File: src/hdl/async_character_deframer_top_defines.svh
// Assertion macros used by the deframer output queue.
`ifndef ASYNC_CHARACTER_DEFRAMER_TOP_DEFINES_SVH
`define ASYNC_CHARACTER_DEFRAMER_TOP_DEFINES_SVH

// Check a property on every rising edge outside reset.
`define ACD_ASSERT(lbl, clk_s, rst_s, prop, msg) \
  lbl: assert property (@(posedge clk_s) disable iff (rst_s) prop) else $error(msg);

// Check a property on every rising edge, reset included.
`define ACD_ASSERT_ALWAYS(lbl, clk_s, prop, msg) \
  lbl: assert property (@(posedge clk_s) prop) else $error(msg);

`endif

File: src/hdl/acd_pkg.sv
// Types, codes and helpers shared by the character deframer modules.
package acd_pkg;

  localparam int LINE_BITS = 8;
  localparam int WORD_BITS = 8;
  localparam int OUT_INDEX_BITS = 16;
  localparam int FIFO_DEPTH = 4;
  localparam int FIFO_PTR_BITS = 2;
  localparam int FIFO_CNT_BITS = 3;

  // Register indexes (paddr[2])
  localparam logic REG_DATA_BITS = 1'b0;
  localparam logic REG_PARITY_MODE = 1'b1;

  localparam logic [3:0] DATA_BITS_RESET = 4'd8;
  localparam logic [3:0] WIDTH_MIN = 4'd5;
  localparam logic [3:0] WIDTH_MAX = 4'd8;

  typedef enum logic [1:0] {
    PAR_NONE = 2'd0,
    PAR_EVEN = 2'd1,
    PAR_ODD  = 2'd2
  } parity_mode_t;

  // Deframer state carried from one bit to the next
  typedef struct packed {
    logic                 in_char;
    logic [3:0]           pos;
    logic [WORD_BITS-1:0] word;
    logic                 par;
    logic                 await_par;
  } lane_state_t;

  localparam lane_state_t LANE_CLEAR = '{
    in_char: 1'b0, pos: 4'd0, word: '0, par: 1'b0, await_par: 1'b0
  };

  // What one bit lane found
  typedef struct packed {
    logic                 emit;
    logic                 err;
    logic [WORD_BITS-1:0] word;
  } lane_out_t;

  // One result word
  typedef struct packed {
    logic [WORD_BITS-1:0]      data_word;
    logic                      parity_error;
    logic [OUT_INDEX_BITS-1:0] char_index;
    logic                      last;
  } result_t;

  // Clamp the configured data width to 5..8
  function automatic logic [3:0] width_in_effect(input logic [3:0] data_bits);
    logic [3:0] w;
    w = data_bits;
    if (data_bits < WIDTH_MIN) w = WIDTH_MIN;
    if (data_bits > WIDTH_MAX) w = WIDTH_MAX;
    return w;
  endfunction

endpackage

File: src/hdl/acd_lane.sv
// One bit lane: advances the deframer state by one line bit.
module acd_lane (
  input  logic                bit_in,
  input  logic [3:0]          width,
  input  logic [1:0]          parity_mode,
  input  acd_pkg::lane_state_t state_in,
  output acd_pkg::lane_state_t state_out,
  output acd_pkg::lane_out_t   found
);

  logic [3:0] pos_inc;
  logic       par_on;

  assign pos_inc = state_in.pos + 4'd1;
  assign par_on  = (parity_mode == acd_pkg::PAR_EVEN) || (parity_mode == acd_pkg::PAR_ODD);

  // Step the character state machine by one bit
  always_comb begin
    state_out  = state_in;
    found.emit = 1'b0;
    found.err  = 1'b0;
    found.word = state_in.word;
    if (state_in.await_par) begin
      // take the parity bit and finish the character
      found.emit = 1'b1;
      case (parity_mode)
        acd_pkg::PAR_EVEN: found.err = state_in.par ^ bit_in;
        acd_pkg::PAR_ODD:  found.err = ~(state_in.par ^ bit_in);
        default:           found.err = 1'b0;
      endcase
      state_out = acd_pkg::LANE_CLEAR;
    end else if (!state_in.in_char) begin
      // hunt for the start bit; ones are stop or idle bits
      if (!bit_in) state_out.in_char = 1'b1;
    end else begin
      // gather a data bit
      if (bit_in && (state_in.pos < 4'd8)) state_out.word[state_in.pos[2:0]] = 1'b1;
      state_out.par = state_in.par ^ bit_in;
      state_out.pos = pos_inc;
      if (pos_inc >= width) begin
        if (par_on) begin
          state_out.in_char   = 1'b0;
          state_out.pos       = 4'd0;
          state_out.await_par = 1'b1;
        end else begin
          found.emit = 1'b1;
          found.word = state_out.word;
          state_out  = acd_pkg::LANE_CLEAR;
        end
      end
    end
  end

endmodule

File: src/hdl/acd_merge.sv
// Merge stage: collects up to two finished characters from the bit lanes.
module acd_merge #(
  parameter int INDEX_BITS = 16
) (
  input  acd_pkg::lane_out_t  found [acd_pkg::LINE_BITS],
  input  logic [INDEX_BITS-1:0] count,
  output acd_pkg::result_t    res0,
  output acd_pkg::result_t    res1,
  output logic [1:0]          res_n
);

  logic [INDEX_BITS-1:0] count_inc;
  logic [1:0]            n;
  acd_pkg::lane_out_t    f0;
  acd_pkg::lane_out_t    f1;

  assign count_inc = count + INDEX_BITS'(1);

  // Pick the first and second lanes that finished a character
  always_comb begin
    n  = 2'd0;
    f0 = '0;
    f1 = '0;
    for (int j = 0; j < acd_pkg::LINE_BITS; j++) begin
      if (found[j].emit) begin
        if (n == 2'd0) begin
          f0 = found[j];
          n  = 2'd1;
        end else if (n == 2'd1) begin
          f1 = found[j];
          n  = 2'd2;
        end
      end
    end
  end

  // Build the result words; the final one of the byte carries last
  always_comb begin
    res0.data_word    = f0.word;
    res0.parity_error = f0.err;
    res0.char_index   = acd_pkg::OUT_INDEX_BITS'(32'(count));
    res0.last         = (n == 2'd1);
    res1.data_word    = f1.word;
    res1.parity_error = f1.err;
    res1.char_index   = acd_pkg::OUT_INDEX_BITS'(32'(count_inc));
    res1.last         = 1'b1;
  end

  assign res_n = n;

endmodule

File: src/hdl/acd_out_fifo.sv
// Output queue: takes up to two result words a cycle, hands out one.
`include "async_character_deframer_top_defines.svh"

module acd_out_fifo (
  input  logic             clk,
  input  logic             rst,
  input  logic [1:0]       push_n,
  input  acd_pkg::result_t push0,
  input  acd_pkg::result_t push1,
  output logic             room,
  output logic             pop_valid,
  input  logic             pop_ready,
  output acd_pkg::result_t head
);

  acd_pkg::result_t mem [acd_pkg::FIFO_DEPTH];
  logic [acd_pkg::FIFO_PTR_BITS-1:0] wr;
  logic [acd_pkg::FIFO_PTR_BITS-1:0] rd;
  logic [acd_pkg::FIFO_CNT_BITS-1:0] count;
  logic [acd_pkg::FIFO_CNT_BITS-1:0] count_next;
  logic                              pop;
  logic [acd_pkg::FIFO_PTR_BITS-1:0] wr_inc;

  assign pop       = pop_valid && pop_ready;
  assign pop_valid = (count != '0);
  assign room      = (count <= acd_pkg::FIFO_CNT_BITS'(acd_pkg::FIFO_DEPTH - 2));
  assign head      = mem[rd];
  assign wr_inc    = wr + acd_pkg::FIFO_PTR_BITS'(1);
  assign count_next = count + acd_pkg::FIFO_CNT_BITS'(push_n)
                    - acd_pkg::FIFO_CNT_BITS'(pop);

  // Store incoming words
  always_ff @(posedge clk) begin
    if (push_n != 2'd0) mem[wr] <= push0;
    if (push_n == 2'd2) mem[wr_inc] <= push1;
  end

  // Advance pointers and fill count
  always_ff @(posedge clk) begin
    if (rst) begin
      wr    <= '0;
      rd    <= '0;
      count <= '0;
    end else begin
      wr    <= wr + acd_pkg::FIFO_PTR_BITS'(push_n);
      rd    <= rd + acd_pkg::FIFO_PTR_BITS'(pop);
      count <= count_next;
    end
  end

  `ACD_ASSERT(a_fill_bound, clk, rst, count <= acd_pkg::FIFO_CNT_BITS'(acd_pkg::FIFO_DEPTH), "output queue overfilled")
  `ACD_ASSERT(a_push_room, clk, rst, (push_n != 2'd0) |-> room, "word pushed without room")
  `ACD_ASSERT(a_pair_whole, clk, rst, (pop_valid && !head.last) |-> (count >= acd_pkg::FIFO_CNT_BITS'(2)), "first word of a pair queued without its partner")

endmodule

File: src/hdl/async_character_deframer_top.sv
// Top level of the asynchronous character deframer with parity check.
//
//  channel  | handshake                        | payload
//  ---------+----------------------------------+------------------------------------
//  input    | in_valid / in_ready              | line_byte, block_end
//  output   | out_valid / out_ready            | data_word, parity_error, char_index, last
//  config   | psel, penable, pwrite, pready    | paddr, pwdata, prdata
//
// A byte is taken at once: eight chained bit lanes walk it and the merge
// stage writes up to two result words into a four-word output queue.
// in_ready is high while the queue holds two words or fewer, so a byte can
// enter every cycle while results drain; the one-word-a-cycle output port
// sets the sustained rate when bytes finish two characters.
// Synchronous reset clears the deframer state, the index and the queue.
module async_character_deframer_top #(
  parameter int INDEX_BITS = 16
) (
  input  logic        clk,
  input  logic        rst,
  input  logic        psel,
  input  logic        penable,
  input  logic        pwrite,
  input  logic [2:0]  paddr,
  input  logic [31:0] pwdata,
  output logic [31:0] prdata,
  output logic        pready,
  input  logic        in_valid,
  output logic        in_ready,
  input  logic [7:0]  line_byte,
  input  logic        block_end,
  output logic        out_valid,
  input  logic        out_ready,
  output logic [7:0]  data_word,
  output logic        parity_error,
  output logic [15:0] char_index,
  output logic        last
);

  logic [3:0]            data_bits;
  logic [1:0]            parity_mode;
  logic [3:0]            width;
  logic                  cfg_write;
  logic                  accept;
  acd_pkg::lane_state_t  state;
  acd_pkg::lane_state_t  chain [acd_pkg::LINE_BITS + 1];
  acd_pkg::lane_out_t    found [acd_pkg::LINE_BITS];
  logic [INDEX_BITS-1:0] count;
  logic [INDEX_BITS-1:0] count_next;
  acd_pkg::result_t      res0;
  acd_pkg::result_t      res1;
  logic [1:0]            res_n;
  acd_pkg::result_t      head;
  logic                  room;

  // Configuration registers
  assign pready    = 1'b1;
  assign cfg_write = psel && penable && pwrite && pready;

  always_ff @(posedge clk) begin
    if (rst) begin
      data_bits   <= acd_pkg::DATA_BITS_RESET;
      parity_mode <= acd_pkg::PAR_NONE;
    end else if (cfg_write) begin
      case (paddr[2])
        acd_pkg::REG_DATA_BITS:   data_bits   <= pwdata[3:0];
        acd_pkg::REG_PARITY_MODE: parity_mode <= pwdata[1:0];
        default: ;
      endcase
    end
  end

  always_comb begin
    case (paddr[2])
      acd_pkg::REG_DATA_BITS:   prdata = {28'd0, data_bits};
      acd_pkg::REG_PARITY_MODE: prdata = {30'd0, parity_mode};
      default:                  prdata = 32'd0;
    endcase
  end

  assign width  = acd_pkg::width_in_effect(data_bits);
  assign accept = in_valid && in_ready;

  // Chain the bit lanes, earliest bit first
  assign chain[0] = state;

  for (genvar j = 0; j < acd_pkg::LINE_BITS; j++) begin : g_lane
    acd_lane u_lane (
      .bit_in      (line_byte[j]),
      .width       (width),
      .parity_mode (parity_mode),
      .state_in    (chain[j]),
      .state_out   (chain[j+1]),
      .found       (found[j])
    );
  end

  acd_merge #(
    .INDEX_BITS (INDEX_BITS)
  ) u_merge (
    .found (found),
    .count (count),
    .res0  (res0),
    .res1  (res1),
    .res_n (res_n)
  );

  // Hold deframer state and index; block end drops both
  assign count_next = count + INDEX_BITS'(res_n);

  always_ff @(posedge clk) begin
    if (rst) begin
      state <= acd_pkg::LANE_CLEAR;
      count <= '0;
    end else if (accept) begin
      if (block_end) begin
        state <= acd_pkg::LANE_CLEAR;
        count <= '0;
      end else begin
        state <= chain[acd_pkg::LINE_BITS];
        count <= count_next;
      end
    end
  end

  acd_out_fifo u_out_fifo (
    .clk       (clk),
    .rst       (rst),
    .push_n    (accept ? res_n : 2'd0),
    .push0     (res0),
    .push1     (res1),
    .room      (room),
    .pop_valid (out_valid),
    .pop_ready (out_ready),
    .head      (head)
  );

  assign in_ready     = room;
  assign data_word    = head.data_word;
  assign parity_error = head.parity_error;
  assign char_index   = head.char_index;
  assign last         = head.last;

endmodule
File: config.mk
export PLATFORM = sky130hd
export DESIGN_NAME = async_character_deframer_top
export DESIGN_NICKNAME = d
export VERILOG_FILES = /design/src/hdl/acd_pkg.sv /design/src/hdl/acd_lane.sv /design/src/hdl/acd_merge.sv /design/src/hdl/acd_out_fifo.sv /design/src/hdl/async_character_deframer_top.sv
export VERILOG_INCLUDE_DIRS = /design/src /design/src/hdl
export SDC_FILE = /design/constraint.sdc
export NUM_CORES = 1
export LEC_CHECK = 0
export ABC_AREA = 1
export CAP_MARGIN = 20
export CORE_MARGIN = 5
export CORE_UTILIZATION = 30
export DETAILED_ROUTE_END_ITERATION = 8
export DONT_BUFFER_PORTS = 1
export GPL_ROUTABILITY_DRIVEN = 0
export PLACE_DENSITY = 0.52
export SYNTH_ARGS = -nofsm -noshare
export SYNTH_HDL_FRONTEND = slang
export SYNTH_SLANG_ARGS = --single-unit
File: constraint.sdc
create_clock -name clk -period 17.9 [get_ports clk]
set_clock_uncertainty 0.05 [all_clocks]
set_input_delay 1.79 -clock clk [delete_from_list [all_inputs] [get_ports clk]]
set_output_delay 1.79 -clock clk [all_outputs]
set_load 0.01 [all_outputs]
==> impl_metrics.env, run 1 <==
export IMPL_synth_seq_area_share=0.298
export IMPL_num_antenna_cells=0
export IMPL_core_area_um2=44000
export IMPL_numCtsBuffers=17
export IMPL_synth_edf_count=100
export IMPL_cp_common_cell="inv_1"
export IMPL_first_pass_iters=6
export IMPL_dpl_hpwl_um=32300
export IMPL_synth_area_um2=13300
export IMPL_instances_no_fill=2556
export IMPL_setup_ws_ns=1.90
export IMPL_first_iter_violations=1115
export IMPL_path_clk_slew_ns=0.07
export IMPL_postRouteAntennaNets=0
export IMPL_critPathMaxStageDelay_ns=0.41
export IMPL_cp_max_fo=7
export IMPL_regToRegStartpoint="chain[130]"
export IMPL_finalMaxSlewViolations=0
export IMPL_netlist_instances=1976
export IMPL_cts_buffer_depth=2
export IMPL_drive_above_1_share=0.0937
export IMPL_period_share=0.894
export IMPL_status="completed"
export IMPL_row_count=77
export IMPL_grt_max_degree=55
export IMPL_hold_end="chain[126]"
export IMPL_hold_violations=0
export IMPL_crit_required_ns=18.13
export IMPL_via_count=13000
export IMPL_htree_levels=4
export IMPL_vias_per_cell=5.07
export IMPL_r2r_slack_ns=1.90
export IMPL_nFillCells=4770
export IMPL_crit_arrival_ns=16.24
export IMPL_crit_type="reg -> reg"
export IMPL_fin_tns_setup_ns=0
export IMPL_rsz0062_at_grt="no"
export IMPL_grt_use_total=0.176
export IMPL_num_io_pins=112
export IMPL_cts_root_buf="clkbuf_16"
export IMPL_wl_per_cell_um=16.9
export IMPL_cp_start_kind="register"
export IMPL_start_util=0.302
export IMPL_cts_hold_buf=0
export IMPL_die_area_um2=48700
export IMPL_r2r_end="count[10]"
export IMPL_slew_headroom=0.345
export IMPL_drc=0
export IMPL_synthToLayoutAreaGrowth_pct=9.22
export IMPL_crit_slowest_cell="dfxtp_2"
export IMPL_antenna_found_initial=0
export IMPL_yosys_warnings=0
export IMPL_synthArstFlopShare=0
export IMPL_clock_latency_ns=0.45
export IMPL_min_from="chain[126]"
export IMPL_grt_ovfl_total=0
export IMPL_cts_num_sinks=148
export IMPL_fin_crit_ns=16.00
export IMPL_hold_path_class="reg -> reg"
export IMPL_yosysUniqueCellTypes=56
export IMPL_final_setup_viol_count=0
export IMPL_place_ws_ns=1.20
export IMPL_synth_main_ff_cell="edfxtp_1"
export IMPL_ys_ff_latch=148
export IMPL_place_inst=2524
export IMPL_nets=2067
export IMPL_io_buffers=0
export IMPL_drv_cap=0
export IMPL_die_h_um=221
export IMPL_drt_wl_total_um=43300
export IMPL_worst_setup_path_end_kind="register"
export IMPL_timing_worst_slew_pin_value_ns=0.981
export IMPL_syn_mean_instance_area_um2=6.74
export IMPL_r2r_cells=112
export IMPL_hold_depth=2
export IMPL_cts_tree="built"
export IMPL_grt_pass1_vias=12200
export IMPL_die_w_um=221
export IMPL_grt_first_pass_wirelength_um=67800
export IMPL_fmax_ghz=0.0625
-- layout by cell type (no fill, tap or decap), types with 17 or more instances in the layout --
cell	instances
nand2_2	21
o21ai_2	22
nand3_1	156
xor2_1	20
conb_1	29
edfxtp_1	100
ha_1	63
a31oi_1	28
nor2_1	188
o21ai_0	178
dfxtp_1	45
nand2_1	513
inv_2	27
a21oi_1	112
o22ai_1	29
inv_1	195
clkbuf_16	17
o21ai_1	41
-- Yosys cell counts (5+ instances only) --
cell type	instances	area, um2
a21oi_4	6	97.6
buf_6	10	113
o21ai_1	41	205
nor2_4	9	101
buf_4	32	240
nor2_1	189	709
inv_1	195	732
buf_2	12	60.1
a31oi_1	32	200
o21ai_0	178	891
nand3_1	157	786
nand2_1	517	1940
o22ai_1	29	181
nand3_2	8	80.1
edfxtp_1	100	3000
o21ai_2	23	201
a21oi_1	113	566
nand2_2	17	106
inv_2	27	101
nand4_1	11	68.8
nand2_4	13	146
dfxtp_1	48	961
nor2_2	6	37.5
clkinv_1	5	18.8
nor3_1	9	45.0
xor2_1	20	175
and2_1	14	87.6
clkbuf_1	28	105
o211ai_1	8	60.1
ha_1	63	788
o21a_1	8	60.1
-- layer usage --
metal,track usage,part of all wire,vias up
met1,0.245,0.47,6047
li1,-,-,6510
met4,0.0399,0.015,0
met3,0.0287,0.056,40
met2,0.290,0.46,371
met5,0,0,-
-- registers in the layout, summed over array words and instances, names as in the netlist --
name,cells
count,16
u_out_fifo.rd,2
chain,15
u_out_fifo.count,3
u_out_fifo.wr,2
data_bits,4
u_out_fifo.mem,104
parity_mode,2
-- worst max-delay path by stage --
stage	from	endpoint	slack, ns	cells past startpoint
final	chain[130]	count[10]	1.90	112
after global routing	chain[130]	count[10]	0.05	113
after CTS	chain[130]	count[10]	1.10	105
after detailed placement	chain[130]	count[10]	1.20	105
after global placement	chain[130]	count[10]	1.43	105
after floorplan	data_bits[1]	count[10]	3.88	106
-- cell families (layout without fill, tap and decap cells) --
group           after synthesis  after routing  share of synthesized area
compound gates              456            456                      0.197
simple gates                967            967                      0.323
flops                       148            148                      0.298
other cells                   2             29                   0.000564
xor+xnor                     24             24                     0.0158
fa+ha+maj                    65             65                     0.0622
buf+inv                     314            275                      0.104
-- per-stage QoR --
| step | hold WS (ns) | area [um2] | util |
|---|---|---|---|
| after floorplan | 0.385 | 13400 | - |
| after global placement | 0.399 | 13800 | 0.313 |
| after detailed placement | 0.403 | 13800 | 0.313 |
| after CTS | 0.419 | 14500 | 0.328 |
| after global routing | 0.430 | 14500 | 0.330 |
| final | 0.416 | 14500 | 0.330 |
-- timing repair --
action                     4_1_cts  5_1_grt
gates resized for setup          0       19
setup buffers                    0        0
setup endpoints to repair        0      206
-- worst max-delay path, delay by kind of cell (launching register included) --
family | cells | cell delay [ns]
xor+xnor | 1 | 0.25
buf+inv | 25 | 2.26
fa+ha+maj | 16 | 3.90
simple gates | 50 | 6.06
flops | 1 | 0.41
compound gates | 20 | 2.90
-- area by class of cell --
class,instances,area (um2),area share
Clock inverter,14,249,0.0171
Clock buffer,18,429,0.0295
Timing Repair Buffer,15,150,0.0103
Tap cell,592,741,0.0509
Multi-Input combinational cell,1541,8150,0.560
Sequential cell,148,3970,0.273
Inverter,228,858,0.0590
Power of run 1 is not shown: default switching activity piles up to over one toggle a cycle in this logic, so the estimate is an artifact.
==> inputs of run 2 (changes only) <==
--- a/config.mk
+++ b/config.mk
@@ -8,12 +8,15 @@
 export LEC_CHECK = 0
 export ABC_AREA = 1
 export CAP_MARGIN = 20
+export CELL_PAD_IN_SITES_DETAIL_PLACEMENT = 1
+export CELL_PAD_IN_SITES_GLOBAL_PLACEMENT = 1
 export CORE_MARGIN = 5
 export CORE_UTILIZATION = 30
 export DETAILED_ROUTE_END_ITERATION = 8
 export DONT_BUFFER_PORTS = 1
 export GPL_ROUTABILITY_DRIVEN = 0
-export PLACE_DENSITY = 0.52
+export MAX_ROUTING_LAYER = met4
+export PLACE_DENSITY = 0.64
 export SYNTH_ARGS = -nofsm -noshare
 export SYNTH_HDL_FRONTEND = slang
 export SYNTH_SLANG_ARGS = --single-unit
==> impl_metrics.env, run 2 (synthesis gave the netlist of run 1 again) <==
export IMPL_cts_hold_buf=0
export IMPL_period_share=0.905
export IMPL_fin_crit_ns=16.21
export IMPL_vias_per_cell=5.14
export IMPL_drc=0
export IMPL_row_count=77
export IMPL_drive_above_1_share=0.0990
export IMPL_cp_max_fo=7
export IMPL_hold_violations=0
export IMPL_r2r_cells=116
export IMPL_die_w_um=221
export IMPL_nFillCells=5621
export IMPL_num_io_pins=112
export IMPL_crit_start="data_bits[3]"
export IMPL_path_clk_slew_ns=0.07
export IMPL_status="completed"
export IMPL_numCtsBuffers=17
export IMPL_timing_worst_slew_pin_value_ns=1.01
export IMPL_drt_wl_total_um=49300
export IMPL_rsz0062_at_grt="no"
export IMPL_r2r_end="count[13]"
export IMPL_slew_headroom=0.327
export IMPL_crit_arrival_ns=16.47
export IMPL_nets=2082
export IMPL_die_h_um=221
export IMPL_crit_end="count[13]"
export IMPL_die_area_um2=48700
export IMPL_dpl_hpwl_um=38500
export IMPL_final_common_cell="nand2_1"
export IMPL_grt_use_total=0.206
export IMPL_hold_path_class="reg -> reg"
export IMPL_grt_pass1_vias=13600
export IMPL_critPathMaxStageDelay_ns=0.38
export IMPL_num_antenna_cells=0
export IMPL_io_buffers=0
export IMPL_cp_common_cell="nand2_1"
export IMPL_crit_type="reg -> reg"
export IMPL_postCtsSetupBuffers=0
export IMPL_ctsResizeCount=0
export IMPL_worst_setup_path_end_kind="register"
export IMPL_fin_tns_setup_ns=0
export IMPL_finalMaxSlewViolations=0
export IMPL_synthToLayoutAreaGrowth_pct=9.14
export IMPL_postRouteAntennaNets=0
export IMPL_first_pass_iters=5
export IMPL_largest_register="u_out_fifo.mem"
export IMPL_antenna_found_initial=0
export IMPL_largest_reg_flops=104
export IMPL_grt_ovfl_total=0
export IMPL_grt_max_degree=53
export IMPL_grt_first_pass_wirelength_um=76400
export IMPL_cts_num_sinks=148
export IMPL_r2r_slack_ns=1.69
export IMPL_cts_tree="built"
export IMPL_fmax_ghz=0.0617
export IMPL_final_setup_viol_count=0
export IMPL_clock_latency_ns=0.44
export IMPL_core_area_um2=44000
export IMPL_htree_levels=4
export IMPL_cts_buffer_depth=2
export IMPL_holdWs_ns=0.416
export IMPL_via_count=13200
export IMPL_cp_start_kind="register"
export IMPL_first_iter_violations=924
export IMPL_regToRegStartpoint="data_bits[3]"
export IMPL_layout_common_cells="nand2_1, inv_1, nor2_1"
export IMPL_crit_required_ns=18.17
export IMPL_drv_cap=0
export IMPL_wl_per_cell_um=19.2
export IMPL_start_util=0.302
export IMPL_cts_root_buf="clkbuf_16"
export IMPL_crit_slowest_cell="ha_1"
run 2: metal layers:
layer	share of wire	track usage
met2	0.49	0.354
met1	0.44	0.253
met4	0.031	0.0699
met5	0	-
met3	0.030	0.0245
run 2: how the worst min path moves through the flow:
| stage | startpoint | end | depth (start not counted) |
|---|---|---|---|
| floorplan | u_out_fifo.mem[1][0] | u_out_fifo.mem[1][0] | 2 |
| global placement | chain[128] | chain[128] | 2 |
| detailed placement | chain[122] | chain[122] | 2 |
| CTS | chain[122] | chain[122] | 2 |
| global route | chain[126] | chain[126] | 2 |
| finish | chain[122] | chain[122] | 2 |
run 2: final cells by class:
cell class,count,area [um2],share of cell area
Clock buffer,17,425,0.0293
Clock inverter,15,146,0.0101
Inverter,228,858,0.0591
Multi-Input combinational cell,1541,8120,0.559
Sequential cell,148,3970,0.273
Tap cell,592,741,0.0510
Timing Repair Buffer,30,275,0.0189
run 2: critical path, delay by kind of cell, from the launching register on:
family	cells	cell delay (ns)
flip-flops	1	0.32
AND/OR/NAND/NOR	64	7.72
buffers and inverters	26	2.73
AO/OA/AOI/OAI	14	2.15
adder cells (fa/ha/maj)	12	3.05
run 2: through the flow:
step	worst slack, ns	area (um2)	utilization	std cells
after floorplan	3.88	13400	-	2003
after CTS	0.725	14500	0.329	2571
final	1.69	14500	0.330	2571
after detailed placement	0.902	13900	0.316	2539
after global placement	1.41	13900	0.316	2539
after global routing	0.0350	14500	0.330	2571
Power of run 2 is left out for the same reason.
